[config.mk]
export PLATFORM = sky130hd
export DESIGN_NAME = pru_emit_flat
export DESIGN_NICKNAME = d
export VERILOG_FILES = /design/src/design/pru_pkg.sv /design/src/design/pru_out_if.sv /design/src/design/pru_emit.sv /design/src/flat_wrapper.sv
export SDC_FILE = /design/constraint.sdc
export NUM_CORES = 1
export LEC_CHECK = 0
export BUFFER_PORTS_ARGS = -buffer_cell sky130_fd_sc_hd__buf_2
export CAP_MARGIN = 20
export CORE_MARGIN = 2
export CORE_UTILIZATION = 45
export CTS_CLUSTER_SIZE = 40
export DETAILED_ROUTE_END_ITERATION = 10
export GPL_TIMING_DRIVEN = 0
export PLACE_DENSITY = 0.89
export SLEW_MARGIN = 30
export SYNTH_ARGS = -nofsm -noshare
export SYNTH_HDL_FRONTEND = slang
export SYNTH_SLANG_ARGS = --single-unit
[constraint.sdc]
create_clock -name clk -period 2.9 [get_ports clk]
set_clock_uncertainty 0.1 [all_clocks]
set_input_delay 0.58 -clock clk [delete_from_list [all_inputs] [get_ports clk]]
set_output_delay 0.58 -clock clk [all_outputs]
set_load 0.05 [all_outputs]
[src/design/pru_pkg.sv]
// Shared types, codes and helpers of the pixel replicate upscaler.
// No dependencies.
`timescale 1ns / 1ps

package pru_pkg;

  localparam int PIX_W      = 24;
  localparam int CFG_DATA_W = 12;
  localparam int CFG_IDX_W  = 2;
  localparam int PAD_ALIGN  = 4;

  localparam logic OP_PIXEL  = 1'b0;
  localparam logic OP_REPLAY = 1'b1;

  localparam logic [CFG_IDX_W-1:0] REG_SOURCE_WIDTH = 2'd0;
  localparam logic [CFG_IDX_W-1:0] REG_SCALE        = 2'd1;

  localparam logic [7:0] PAD_BYTE = 8'h00;

  typedef logic [PIX_W-1:0] pixel_t;

  // One run request handed from the front end to the emitter.
  typedef struct packed {
    pixel_t pix;
    logic   err;
    logic   at_end;
  } run_req_t;

  // Pad bytes that bring scale*width*3 bytes to a multiple of 4.
  // Only the two low bits of each factor matter.
  function automatic logic [1:0] pad_calc(input logic [1:0] s2, input logic [1:0] w2);
    logic [3:0] prod;
    logic [1:0] rem;
    prod = 4'(s2) * 4'(w2);
    rem  = 2'(prod * 4'd3);
    return 2'(3'(PAD_ALIGN) - {1'b0, rem});
  endfunction

endpackage

[src/design/pru_out_if.sv]
// Result item channel of the upscaler: output pixel and row markers.
// Depends on nothing.
`timescale 1ns / 1ps

interface pru_out_if;
  logic       valid;
  logic       ready;
  logic [7:0] out_red;
  logic [7:0] out_green;
  logic [7:0] out_blue;
  logic       run_last;
  logic       row_end;
  logic [1:0] pad_bytes;
  logic       sequence_error;

  modport source (output valid, out_red, out_green, out_blue, run_last, row_end,
                  pad_bytes, sequence_error, input ready);
  modport sink   (input valid, out_red, out_green, out_blue, run_last, row_end,
                  pad_bytes, sequence_error, output ready);
endinterface

[src/design/pru_emit.sv]
// Emitter: repeats one pixel scale times (an error item once) and marks run and row ends.
// Depends on pru_pkg and pru_out_if.
`timescale 1ns / 1ps

module pru_emit #(
  parameter int MAX_SCALE = 32,
  localparam int SW = $clog2(MAX_SCALE + 1)
) (
  input  logic              clk,
  input  logic              rst_n,
  input  pru_pkg::run_req_t req,
  input  logic              req_valid,
  output logic              req_take,
  input  logic [SW-1:0]     eff_scale,
  input  logic [1:0]        pad,
  pru_out_if.source         out_ch
);
  import pru_pkg::*;

  logic          em_valid_r;
  logic [SW-1:0] em_cnt_r;
  pixel_t        em_pix_r;
  logic          em_end_r;
  logic          em_err_r;
  logic          last;

  assign last     = em_cnt_r == '0;
  // Reload on the last beat so runs follow without a gap.
  assign req_take = req_valid && (!em_valid_r || (last && out_ch.ready));

  always_ff @(posedge clk) begin
    if (!rst_n) begin
      em_valid_r <= 1'b0;
      em_cnt_r   <= '0;
    end else if (req_take) begin
      em_valid_r <= 1'b1;
      em_cnt_r   <= req.err ? '0 : eff_scale - SW'(1);
    end else if (em_valid_r && out_ch.ready) begin
      if (last) begin
        em_valid_r <= 1'b0;
      end else begin
        em_cnt_r <= em_cnt_r - SW'(1);
      end
    end
  end

  always_ff @(posedge clk) begin
    if (req_take) begin
      em_pix_r <= req.pix;
      em_end_r <= req.at_end;
      em_err_r <= req.err;
    end
  end

  assign out_ch.valid          = em_valid_r;
  assign out_ch.out_red        = em_pix_r[23:16];
  assign out_ch.out_green      = em_pix_r[15:8];
  assign out_ch.out_blue       = em_pix_r[7:0];
  assign out_ch.run_last       = last;
  assign out_ch.row_end        = last && em_end_r;
  assign out_ch.pad_bytes      = (last && em_end_r) ? pad : 2'd0;
  assign out_ch.sequence_error = em_err_r;

endmodule

[src/flat_wrapper.sv]
// flat-port wrapper written by rule: the top's interface ports become plain ports
module pru_emit_flat import pru_pkg::*;
#(
  parameter int MAX_SCALE = 32,
  localparam int SW = $clog2(MAX_SCALE + 1)
)
  (clk, rst_n, req, req_valid, req_take, eff_scale, pad, out_ch_valid, out_ch_out_red, out_ch_out_green, out_ch_out_blue, out_ch_run_last, out_ch_row_end, out_ch_pad_bytes, out_ch_sequence_error, out_ch_ready);
  pru_out_if out_ch_i ();
  input  logic clk;
  input  logic rst_n;
  input  pru_pkg::run_req_t req;
  input  logic req_valid;
  output logic req_take;
  input  logic [SW-1:0] eff_scale;
  input  logic [1:0] pad;
  output wire logic [$bits(out_ch_i.valid)-1:0] out_ch_valid;
  output wire logic [$bits(out_ch_i.out_red)-1:0] out_ch_out_red;
  output wire logic [$bits(out_ch_i.out_green)-1:0] out_ch_out_green;
  output wire logic [$bits(out_ch_i.out_blue)-1:0] out_ch_out_blue;
  output wire logic [$bits(out_ch_i.run_last)-1:0] out_ch_run_last;
  output wire logic [$bits(out_ch_i.row_end)-1:0] out_ch_row_end;
  output wire logic [$bits(out_ch_i.pad_bytes)-1:0] out_ch_pad_bytes;
  output wire logic [$bits(out_ch_i.sequence_error)-1:0] out_ch_sequence_error;
  input wire logic [$bits(out_ch_i.ready)-1:0] out_ch_ready;
  assign out_ch_valid = out_ch_i.valid;
  assign out_ch_out_red = out_ch_i.out_red;
  assign out_ch_out_green = out_ch_i.out_green;
  assign out_ch_out_blue = out_ch_i.out_blue;
  assign out_ch_run_last = out_ch_i.run_last;
  assign out_ch_row_end = out_ch_i.row_end;
  assign out_ch_pad_bytes = out_ch_i.pad_bytes;
  assign out_ch_sequence_error = out_ch_i.sequence_error;
  assign out_ch_i.ready = out_ch_ready;
  pru_emit #(.MAX_SCALE(MAX_SCALE)) u_core (.clk(clk), .rst_n(rst_n), .req(req), .req_valid(req_valid), .req_take(req_take), .eff_scale(eff_scale), .pad(pad), .out_ch(out_ch_i));
endmodule
# After elaboration in Yosys (flattened, before gate mapping)
# Index checks and enable logic that the tools add are counted.
dict set report word_totals {
  register_bits 33
  latchBits 0
  ramBits 0
  rom_bits 0
  in_bits 38
  out_inout_bits 31
  wordCells 27
  memories 0
}
dict set report op_classes {
  n_addsub 2
  multipliers 0
  div_mod_pow 0
  order_cmp 0
  eq_ne 1
  n_shift 0
  mux 8
  n_bitwise 0
  n_reduce_logical 11
}
# operator count
set op_table {}
lappend op_table {{2-to-1 mux 6 bit} 4}
lappend op_table {{subtractor 6 x 1 -> 6 bit, second input constant} 2}
lappend op_table {{logical NOT 6 bit} 1}
lappend op_table {{logical AND 1 bit} 4}
lappend op_table {{AND reduction 2 bit} 2}
lappend op_table {{nonzero test 2 bit} 2}
lappend op_table {{2-to-1 mux 1 bit} 3}
lappend op_table {{2-to-1 mux 2 bit} 1}
lappend op_table {{!= test 2 bit, second input constant} 1}
lappend op_table {{logical NOT 1 bit} 1}
lappend op_table {{logical OR 1 bit} 1}

# Depth between registers and ports, before layout
# Gate-level depths: netlist (run 1).
dict set report logic_depth {
  depth_word 6
  depth_mapped 6
  mapped_depth_nobuf 6
}

# Worst setup path before layout (run 1)
# No wires, ideal clock.
dict set report synth_path {
  kind {register -> output}
  start {register u_core.em_cnt_r[0]}
  end {output req_take}
  arrival_ps 2295
  required_ps 2220
  slack_ps -75
  path_stages_with_launch 6
  n_path_buf 0
  cell_sequence {dfxtp_1 inv_1 ha_1 or4b_4 o21ai_2 and2_1}
}
dict set report synth_via {
  elab_chain_cells 4
}
# item line_no
set synth_lines {}
lappend synth_lines {{from (decl)} pru_emit.sv:21} ;# logic [SW-1:0] em_cnt_r;
lappend synth_lines {{from (signal assigned)} pru_emit.sv:37} ;# em_cnt_r <= req.err ? '0 : eff_scale - SW'(1);
lappend synth_lines {{from (signal assigned)} pru_emit.sv:42} ;# em_cnt_r <= em_cnt_r - SW'(1);
lappend synth_lines {{logical NOT 6 bit} pru_emit.sv:27} ;# assign last = em_cnt_r == '0;
lappend synth_lines {{logical AND 1 bit} pru_emit.sv:29} ;# assign req_take = req_valid && (!em_valid_r || (last && out_ch.ready));
lappend synth_lines {{logical OR 1 bit} pru_emit.sv:29}
lappend synth_lines {{logical AND 1 bit} pru_emit.sv:29}
lappend synth_lines {{to (decl)} flat_wrapper.sv:13} ;# output logic req_take;
# Every way passes these cells.

# Worst setup path in the final report (run 1)
# Same ends and word-level chain as after synthesis.

==> results of run 1 <==
## registers in the layout (all words and copies together) (netlist names)
| register | flops |
|---|---|
| u_core.out_ch.valid | 1 |
| u_core.em_end_r | 1 |
| u_core.em_cnt_r | 6 |
| u_core.em_pix_r | 24 |
| u_core.out_ch.sequence_error | 1 |
## cell families (layout without fill, tap and decap cells)
logic type / Yosys count / in the layout / synth area share (%)
AOI/OAI and AO/OA: 19 / 19 / 10.1
DFF: 33 / 33 / 64.3
and+or+nand+nor: 38 / 39 / 17.7
buffers and inverters: 8 / 84 / 2.18
xor gates and xnor gates: 5 / 5 / 3.06
adders and majority gates: 3 / 3 / 2.62
## placed cells by master (no fill, tap or decap), types with 2 or more instances in the layout
cell and n:
a211oi_1 2, a21boi_0 3, a21o_1 2, a41oi_1 2, and3_1 4, buf_2 67, buf_4 2, clkbuf_1 3
clkbuf_4 5, clkinv_2 2, dfxtp_1 7, edfxtp_1 26, ha_1 3, inv_1 5, nand2_1 9, nand2b_1 2
nor2_1 4, nor3_1 3, nor3b_1 3, o22ai_1 2, or4b_4 2, xor2_1 4
## worst max-delay path, cell delays in order (launching register included)
cell and delay (ns):
dfxtp_1 0.36, inv_1 0.11, ha_1 0.17, or4b_4 0.53, o21ai_4 0.22, and2_4 0.19
buf_4 0.19
## path summary, 6_finish.rpt
| path | from | end | slack, ns | cells after the start |
|---|---|---|---|---|
| setup reg to reg | u_core.em_cnt_r[0]$_SDFFE_PN0P_ | u_core.em_pix_r[18]$_DFFE_PN_ | 0.71 | 6 |
| hold reg to reg | u_core.em_cnt_r[1]$_SDFFE_PN0P_ | u_core.em_cnt_r[1]$_SDFFE_PN0P_ | 0.49 | 2 |
| hold / removal | req[18] | u_core.em_pix_r[16]$_DFFE_PN_ | 0.32 | 1 |
| setup / recovery | u_core.em_cnt_r[0]$_SDFFE_PN0P_ | req_take | 0.11 | 6 |
## per-layer routing
metal,GRT usage (%),vias up
met2,32.9,60
li1,-,557
met4,6.52,0
met3,6.61,3
met5,0,-
met1,21.3,547
## final cells by class
class | count | area, um2 | share of cell area, %
Sequential cell | 33 | 921 | 48.4
Multi-Input combinational cell | 66 | 498 | 26.2
Timing Repair Buffer | 68 | 345 | 18.2
Tap cell | 44 | 55.1 | 2.89
Clock buffer | 6 | 41.3 | 2.17
Inverter | 5 | 18.8 | 0.987
Buffer | 3 | 12.5 | 0.658
Clock inverter | 2 | 10.0 | 0.526
## power by group through the flow
stage | combinational [mW] | clock [mW] | sequential [mW]
floorplan | 0.153 | 0 | 0.676
global placement | 0.322 | 0 | 0.584
detailed placement | 0.333 | 0 | 0.585
CTS | 0.340 | 0.251 | 0.574
global route | 0.362 | 0.271 | 0.580
finish | 0.341 | 0.239 | 0.575
## timing repair
item,4_1_cts,5_1_grt
buffers inserted,1,0
resized for setup,2,1
pin swaps,1,1
gates cloned,1,0
endpoints found under the hold margin,0,0
endpoints found under the setup margin,1,1
## stage by stage
stage | setup TNS, ns | utilization, % | area [um2] | hold slack (ns)
after floorplan | 0 | - | 1430 | 0.441
after global placement | -0.0410 | 59.8 | 1820 | 0.463
after detailed placement | -0.115 | 59.8 | 1820 | 0.471
after CTS | 0 | 62.0 | 1890 | 0.302
after global routing | 0 | 62.3 | 1900 | 0.289
final | 0 | 62.3 | 1900 | 0.316
==> metrics, run 1 <==
status complete, no violations; kind of critical path reg2out; most numerous cell in the Yosys netlist edfxtp_1; wl on met1 about 1300 um; Slew Limit Fails 0; Initial Util roughly 47%; Highest Signal Layer met4; CTS Buf Count 5; Final Worst Setup Slack approximately 0.11 ns; Yosys reg bits 33; post-synthesis net count about 150; via/cell ratio 5.14; Syn Area/Cell 13.5 um2; Final Non-Filler Cells between 200 and 250; post-layout net count 223; IO Pins slightly below 70; gr ovfl total 0; IO buf count 67; crit-path max FO 6; Slew @ Worst Pin a little over 0.4 ns; drt drc 0; Area contributors post-synth edfxtp_1 (54%), dfxtp_1 (9.8%), ha_1 (2.6%); sequential fraction of the synthesis area about 64%; pin count of the biggest net entering global routing 14; Tot Pwr 1.15 mW; endpoints failing hold 0; Pwr per Cell Area 607 nW/um2; HP Class in2reg; Crit. End Element primary output; antenna violations before repair 0; # rows 20; Ant. Diodes 0; vias ~1,200; share of cells above drive strength 1 between 40% and 50%; DRT iter0 DRCs 43; Worst-Skew Late Latency about 0.33 ns; Routed wire per std cell around 14 um; Slew headroom slightly above 70%; Switching Share 35.0%; hold buffer count at cts 0; CTS tree built; H-tree Lvls 2; final number of setup-violating endpoints 0; MaxCap Viol Count 0; met3 wire length around 330 um; P_sw 0.404 mW; Filler Cells Inserted 265; post-layout minimum cycle time approximately 2.8 ns; CTS max path bufs 2; Cells after DPL around 220; async set-reset flop share out of synthesis 0%; Final ANT Viol Nets 0; WL final roughly 3200 um; CTS sink cnt 33; Ys Warns 0; Unique masters post-synth 38; Max Fclk about 360 MHz; Post-Syn Area 1430 um2; Placer Congestion approximately 0.81; maximum VDD drop between 0.0002 and 0.0003 V; Setup WS pre-CTS -0.115 ns; first-pass GRT wire length approximately 5000 um; DR WL met2 ~1600 um; Worst Path Required around 2.2 ns; clock share of power between 20% and 30%; Synth Flop Type edfxtp_1; internal power 0.750 mW; Post-DP HPWL 2490 um; sequential share of power 49.8%; total leakage power roughly 0.83 nW; post-synth top area share a little over half; Post-synth EDFFs 26; crit path launch type flop; Mapped Cells between 100 and 150; combinational group share of total power 29.5%; area grow syn2layout 32.8%; crit share post-route a little under 100%; Clock Tree Root clkbuf_4; unrepaired setup endpoints after global routing false; Tot GR Track Use a little under a fifth; Synth area leader edfxtp_1; Post-synth top cells edfxtp_1 (26), nand2_1 (9), dfxtp_1 (7), inv_1 (5); die height just over 60 um; width of the die approximately 60 um; drt first pass iters 4; Die ar. around 3700 um2; Worst EP arrival roughly 2.1 ns; core area 3050 um2; vias in the first global route roughly 1,100; Reg clk slew, reported paths roughly 0.10 ns
No activity file was read; power rests on OpenSTA's default activity.
==> inputs of run 2 (changes only) <==
- BUFFER_PORTS_ARGS: -buffer_cell sky130_fd_sc_hd__buf_2 -> -buffer_cell sky130_fd_sc_hd__buf_4
==> run 2 against run 1 <==
Compared with the run above: critical path depth unchanged; hold slack lost 0.00090 ns; wire length is 8.7% higher; utilization up 6.1 points; first-iteration DRC count down 9.3%; die area unchanged; critical endpoint unchanged; highest routed layer unchanged; combinational power is 13% higher; power grew 4.5%; largest cell class unchanged; worst setup slack better by 0.0067 ns.
==> metrics, run 2 (same netlist as run 1, synthesis figures left out) <==
status complete, no violations (unchanged); max reg flops 24 (unchanged); HP Class in2reg (unchanged); # rows 20 (unchanged); drt drc 0 (unchanged); Max Fclk 359 MHz (about the same); CTS sink cnt 33 (unchanged); crit share post-route 95.9% (was 96.2%); Clock Tree Root clkbuf_4 (unchanged); commonest cells after routing, fill and taps aside buf_4 (71), edfxtp_1 (26), nand2_1 (9) (was buf_2 (67), edfxtp_1 (26), nand2_1 (9)); Crit. End Element primary output (unchanged); Placed Area 1990 um2 (was 1820 um2); endpoints failing hold 0 (unchanged); via/cell ratio 5.21 (was 5.14); Cells after DPL 217 (unchanged); Pwr per Cell Area 578 nW/um2 (was 607 nW/um2); DRT iter0 DRCs 39 (was 43); Worst-Skew Late Latency 0.33 ns (about the same); Die ar. 3650 um2 (unchanged); Tot Pwr 1.21 mW (was 1.15 mW); Top Registers u_core.em_pix_r (24), u_core.em_cnt_r (6) (unchanged); WL final 3500 um (was 3220 um); pin count of the biggest net entering global routing 14 (unchanged); CTS Buf Count 5 (unchanged); worst setup path start u_core.em_cnt_r[0]$_SDFFE_PN0P_ (unchanged); number of cells on the critical path 6 (unchanged); reg2reg end u_core.em_pix_r[13]$_DFFE_PN_ (was u_core.em_pix_r[18]$_DFFE_PN_); post-layout minimum cycle time 2.78 ns (was 2.79 ns); CP bufs+invs 2 (unchanged); final number of setup-violating endpoints 0 (unchanged); crit-path max FO 5 (was 6); hold buffer count at cts 0 (unchanged); Final ANT Viol Nets 0 (unchanged); area grow syn2layout 45.9% (was 32.8%); Layout Utilization 68.4% (was 62.3%); Final Worst Setup Slack 0.118 ns (was 0.111 ns); total leakage power 0.902 nW (was 0.833 nW); Setup WS pre-CTS -0.0787 ns (was -0.115 ns); Final Non-Filler Cells 230 (was 227); MaxCap Viol Count 0 (unchanged); Worst EP arrival 2.10 ns (was 2.11 ns); first-pass GRT wire length 5350 um (was 4950 um); fin area 2090 um2 (was 1900 um2); width of the die 60.4 um (unchanged); cell family with most CP delay simple AND/OR/NAND/NOR gates (unchanged); IO buf count 67 (unchanged); Cell Chain, Critical Path inv_1, ha_1, or4b_4, o21ai_4, and2_4, buf_4 (unchanged); CTS max path bufs 2 (unchanged); Crit Reg-Reg Startpoint u_core.em_cnt_r[0]$_SDFFE_PN0P_ (unchanged); antenna violations before repair 0 (unchanged); Initial Util 46.9% (unchanged); Final TNS setup 0 ns (unchanged); worst r2r path cells 6 (unchanged); post-layout net count 226 (was 223); Slew @ Worst Pin 0.499 ns (was 0.413 ns); vias 1,198 (was 1,167); Reg clk slew, reported paths 0.10 ns (about the same); IO Pins 69 (unchanged); H-tree Lvls 2 (unchanged); commonest non-fill, non-tap cell in the layout buf_4 (was buf_2); Tot GR Track Use 20.3% (was 18.8%); Crit-path slowest cell or4b_4 (unchanged); Slew Limit Fails 0 (unchanged); Worst Path Required 2.22 ns (about the same); Routed wire per std cell 15.2 um (was 14.2 um); maximum VDD drop 0.000274 V (was 0.000251 V); Post-DP HPWL 2650 um (was 2490 um); Top reg by flops u_core.em_pix_r (unchanged); core area 3050 um2 (unchanged); share of cells above drive strength 1 46.8% (was 45.9%); worst hold slack 0.315 ns (was 0.316 ns); slowest cell delay on critical path 0.54 ns (was 0.53 ns); Ant. Diodes 0 (unchanged); kind of critical path reg2out (unchanged); Placer Congestion 0.808 (was 0.810); CTS tree built (unchanged); gr ovfl total 0 (unchanged); crit path launch type flop (unchanged); die height 60.4 um (unchanged); Slew headroom 66.3% (was 72.1%); reg2reg setup slack 0.63 ns (was 0.71 ns); vias in the first global route 1,178 (was 1,108); drt first pass iters 5 (was 4); critical path endpoint req_take (unchanged)
## run 2: metal layers
metal	part of all wire, %	up-vias	global-route usage (%)	wire length (um)
li1	-	564	-	-
met1	38	557	22.0	1320
met2	49	72	36.2	1710
met3	12	5	7.25	409
met4	1.6	0	8.07	56
met5	0	-	0	0
## run 2: final cells by class
type | count | area (um2)
inverter | 5 | 18.8
timing repair buffer | 71 | 533
fill | 226 | 963
buffer | 3 | 12.5
clock buffer | 6 | 41.3
tap | 44 | 55.1
clock inverter | 2 | 10.0
multi-input combinational | 66 | 498
sequential | 33 | 921
## run 2: repair_timing
item,4_1_cts,5_1_grt
buffers inserted,1,3
pin swaps,1,1
setup endpoints to repair,1,1
resized for setup,1,1
gates cloned,1,0
hold endpoints to repair,0,0
## run 2: worst min path at each step
stage	start	end	slack, ns	cells past startpoint
2_1_floorplan	u_core.em_cnt_r[1]$_SDFFE_PN0P_	u_core.em_cnt_r[1]$_SDFFE_PN0P_	0.44	2
3_3_place_gp	u_core.em_cnt_r[1]$_SDFFE_PN0P_	u_core.em_cnt_r[1]$_SDFFE_PN0P_	0.46	2
3_5_place_dp	u_core.em_cnt_r[1]$_SDFFE_PN0P_	u_core.em_cnt_r[1]$_SDFFE_PN0P_	0.52	2
4_1_cts	req[20]	u_core.em_pix_r[18]$_DFFE_PN_	0.30	1
5_1_grt	req[17]	u_core.em_pix_r[15]$_DFFE_PN_	0.30	1
6_report	req[20]	u_core.em_pix_r[18]$_DFFE_PN_	0.32	1
## run 2: report_power, final
group | total (mW) | switching, mW | internal [mW]
clock network | 0.244 | 0.152 | 0.0922
logic | 0.386 | 0.241 | 0.144
registers | 0.577 | 0.0234 | 0.554
total | 1.21 | 0.417 | 0.790
## run 2: worst register-to-register path: stages (launching register included)
cell	delay, ns
dfxtp_1	0.36
inv_1	0.11
ha_1	0.19
or4b_4	0.54
o21ai_4	0.20
buf_4	0.13
and2_2	0.33
==> inputs of run 3 (changes only) <==
- ABC_AREA: unset -> 1
- CTS_CLUSTER_SIZE: 40 -> 25
- SETUP_SLACK_MARGIN: unset -> 0.2
==> run 3 against run 2 <==
Compared with the run above: clock power barely moved; register-to-register slack improved by 0.43 ns; worst setup slack improved by 0.26 ns; via count fell by 0.25%; count of clock-buffer cells in the layout fell by 1; synthesized cell count rose by 24%; power rose by 11%; critical path depth rose by 1; global-route usage fell by 0.59 points; hold slack got worse by 0.00057 ns; die area rose by 0.90%; maximum frequency rose by 10%; largest power group unchanged; highest routed layer unchanged.
==> metrics, run 3 <==
cell family with most CP delay simple AND/OR/NAND/NOR gates (unchanged); Crit-path slowest cell dfxtp_1 (was or4b_4); kind of critical path reg2out (unchanged); Ant. Diodes 0 (unchanged); post-layout minimum cycle time 2.52 ns (was 2.78 ns); Worst EP arrival 1.84 ns (was 2.10 ns); Hold Crit Start req[25] (was req[20]); Area contributors post-synth edfxtp_1 (54%), dfxtp_1 (9.7%), nand2_1 (6.2%) (was edfxtp_1 (54%), dfxtp_1 (9.8%), ha_1 (2.6%)); P_sw 0.510 mW (was 0.417 mW); Slew headroom 69.8% (was 66.3%); status complete, no violations (unchanged); Slew @ Worst Pin 0.452 ns (was 0.499 ns); drt drc 0 (unchanged); max reg flops 24 (unchanged); Yosys reg bits 33 (unchanged); Worst-Skew Late Latency 0.33 ns (about the same); CTS tree built (unchanged); total leakage power 0.977 nW (was 0.902 nW); reg2reg end u_core.em_pix_r[14]$_DFFE_PN_ (was u_core.em_pix_r[13]$_DFFE_PN_); Crit Reg-Reg Startpoint u_core.em_cnt_r[0]$_SDFFE_PN0P_ (unchanged); vias in the first global route 1,137 (was 1,178); sequential share of power 45.1% (was 47.8%); width of the die 60.7 um (was 60.4 um); Setup WS pre-CTS 0.528 ns (was -0.0787 ns); Synth Flop Type edfxtp_1 (unchanged); post-synth top area share 54.0% (was 54.5%); Final TNS setup 0 ns (unchanged); via/cell ratio 4.74 (was 5.21); Pwr per Cell Area 644 nW/um2 (was 578 nW/um2); pin count of the biggest net entering global routing 17 (was 14); drt first pass iters 4 (was 5); Cell Chain, Critical Path inv_1, ha_1, nand3_2, nand2_4, nand2_4, nor2_8, buf_4 (was inv_1, ha_1, or4b_4, o21ai_4, and2_4, buf_4); area occupied by multi-input gates 460 um2 (was 498 um2); # rows 20 (unchanged); Cells after DPL 243 (was 217); Clock Tree Root clkbuf_4 (unchanged); Worst Path Required 2.22 ns (about the same); Die ar. 3680 um2 (was 3650 um2); unrepaired setup endpoints after global routing false; maximum VDD drop 0.000289 V (was 0.000274 V); Switching Share 38.2% (was 34.5%); cell mode on critical path nand2_4; Ys Warns 0 (unchanged); die height 60.7 um (was 60.4 um); vias 1,195 (was 1,198); Unique masters post-synth 24 (was 38); gr ovfl total 0 (unchanged); CTS sink cnt 33 (unchanged); Post-synth EDFFs 26 (unchanged); DRT iter0 DRCs 32 (was 39); commonest non-fill, non-tap cell in the layout buf_4 (unchanged); Post-Syn Area 1450 um2 (was 1430 um2); crit-path max FO 16 (was 5); Syn Area/Cell 11.0 um2 (was 13.5 um2); Register Area 921 um2 (unchanged); worst r2r path cells 6 (unchanged); Crit. End Element primary output (unchanged); Initial Util 47.4% (was 46.9%); Post-DP HPWL 2450 um (was 2650 um); combinational group share of total power 36.8% (was 32.0%); MaxCap Viol Count 0 (unchanged); CTS max path bufs 2 (unchanged); reg2reg setup slack 1.06 ns (was 0.63 ns); commonest cells after routing, fill and taps aside buf_4 (68), edfxtp_1 (26), nand2_1 (24) (was buf_4 (71), edfxtp_1 (26), nand2_1 (9)); crit share post-route 86.9% (was 95.9%); Mapped Cells 131 (was 106); worst hold slack 0.315 ns (about the same); Final Worst Setup Slack 0.380 ns (was 0.118 ns); IO buf count 68 (was 67); post-synthesis net count 172 (was 147); core area 3050 um2 (unchanged); clock share of power 18.1% (was 20.2%); internal power 0.828 mW (was 0.790 mW); CTS Buf Count 5 (unchanged); Tot GR Track Use 19.7% (was 20.3%); CP bufs+invs 2 (unchanged); hold buffer count at cts 0 (unchanged); crit path launch type flop (unchanged); endpoints failing hold 0 (unchanged); slowest cell delay on critical path 0.35 ns (was 0.54 ns); HP Class in2reg (unchanged); Synth area leader edfxtp_1 (unchanged); Max Fclk 397 MHz (was 359 MHz); share of cells above drive strength 1 42.8% (was 46.8%); Slew Limit Fails 0 (unchanged); Final ANT Viol Nets 0 (unchanged); Top Registers u_core.em_pix_r (24), u_core.em_cnt_r (6) (unchanged); Final Non-Filler Cells 252 (was 230); first-pass GRT wire length 5060 um (was 5350 um); area grow syn2layout 43.7% (was 45.9%); Filler Cells Inserted 243 (was 226); IO Pins 69 (unchanged); async set-reset flop share out of synthesis 0% (unchanged); final number of setup-violating endpoints 0 (unchanged); Routed wire per std cell 12.6 um (was 15.2 um); WL final 3190 um (was 3500 um); hold depth 1 (unchanged); most numerous cell in the Yosys netlist edfxtp_1 (unchanged); Post-synth top cells edfxtp_1 (26), nand2_1 (24), inv_1 (18), nor2_1 (12), nand3_1 (11) (was edfxtp_1 (26), nand2_1 (9), dfxtp_1 (7), inv_1 (5)); Placer Congestion 0.860 (was 0.808); hold endpoint u_core.em_pix_r[23]$_DFFE_PN_ (was u_core.em_pix_r[18]$_DFFE_PN_); antenna violations before repair 0 (unchanged); Top reg by flops u_core.em_pix_r (unchanged); Reg clk slew, reported paths 0.10 ns (about the same); post-layout net count 248 (was 226); sequential fraction of the synthesis area 63.7% (was 64.3%); H-tree Lvls 2 (unchanged)
-- run 3: cell types whose count changed after synthesis, sizes merged, moves of 3 or more --
cell	change
a21boi	-3
nor3	-3
or4b	-3
inv	+14
nand2	+20
nor2	+10
and3	-4
a21oi	+4
nand3	+12
-- run 3: worst max-delay path by stage --
stage	from	end	slack [ns]	cells past startpoint
after floorplan	u_core.em_cnt_r[0]$_SDFFE_PN0P_	out_ch_pad_bytes[0]	0.36	6
after global placement	out_ch_ready	req_take	0.52	6
after detailed placement	out_ch_ready	req_take	0.53	6
after CTS	u_core.em_cnt_r[0]$_SDFFE_PN0P_	req_take	0.33	7
after global routing	u_core.em_cnt_r[0]$_SDFFE_PN0P_	req_take	0.22	7
final	u_core.em_cnt_r[0]$_SDFFE_PN0P_	req_take	0.38	7
-- run 3: per-stage QoR --
stage | power [mW] | utilization (%) | instance area, um2
2_1_floorplan | 0.952 | - | 1450
3_3_place_gp | 1.09 | 65.9 | 2010
6_report | 1.34 | 68.1 | 2080
3_5_place_dp | 1.10 | 65.9 | 2010
5_1_grt | 1.42 | 68.1 | 2080
4_1_cts | 1.35 | 68.1 | 2080
-- run 3: cell type report --
| type | instances | area share, % |
|---|---|---|
| multi-input cells | 80 | 22.2 |
| clock buffers | 5 | 1.81 |
| repair buffers | 68 | 24.6 |
| clock inverters | 3 | 0.843 |
| inverters | 19 | 3.67 |
| well taps | 44 | 2.65 |
| flip-flops and latches | 33 | 44.3 |
-- run 3: kinds of logic (layout without fill, tap and decap cells) --
kind of cell / count (synthesis) / after routing / share of synthesized area [%]
buf+inv: 19 / 95 / 5.28
simple gates: 62 / 63 / 22.2
flops: 33 / 33 / 63.7
fa+ha+maj: 3 / 3 / 2.60
compound gates: 11 / 11 / 4.41
xor+xnor: 3 / 3 / 1.82
-- run 3: timing repair --
| item | in CTS | in global routing |
|---|---|---|
| resized for setup | 0 | 0 |
| endpoints found under the setup margin | 1 | 1 |
| pin swaps | 1 | 1 |
| setup buffers | 0 | 0 |
| gates cloned | 1 | 0 |
-- run 3: per-layer routing --
layer / vias to the layer above / GRT usage (%) / wire (um)
met5: - / 0 / 0
met1: 536 / 23.0 / 1200
met2: 64 / 31.8 / 1560
met4: 0 / 8.39 / 42
li1: 590 / - / -
met3: 5 / 8.53 / 385
-- run 3: power by group through the flow --
stage                     clock, mW  combinational [mW]  sequential, mW
final                         0.243               0.493           0.603
after global routing          0.278               0.532           0.610
after CTS                     0.254               0.497           0.603
after detailed placement          0               0.488           0.614
after global placement            0               0.479           0.610
after floorplan                   0               0.226           0.726
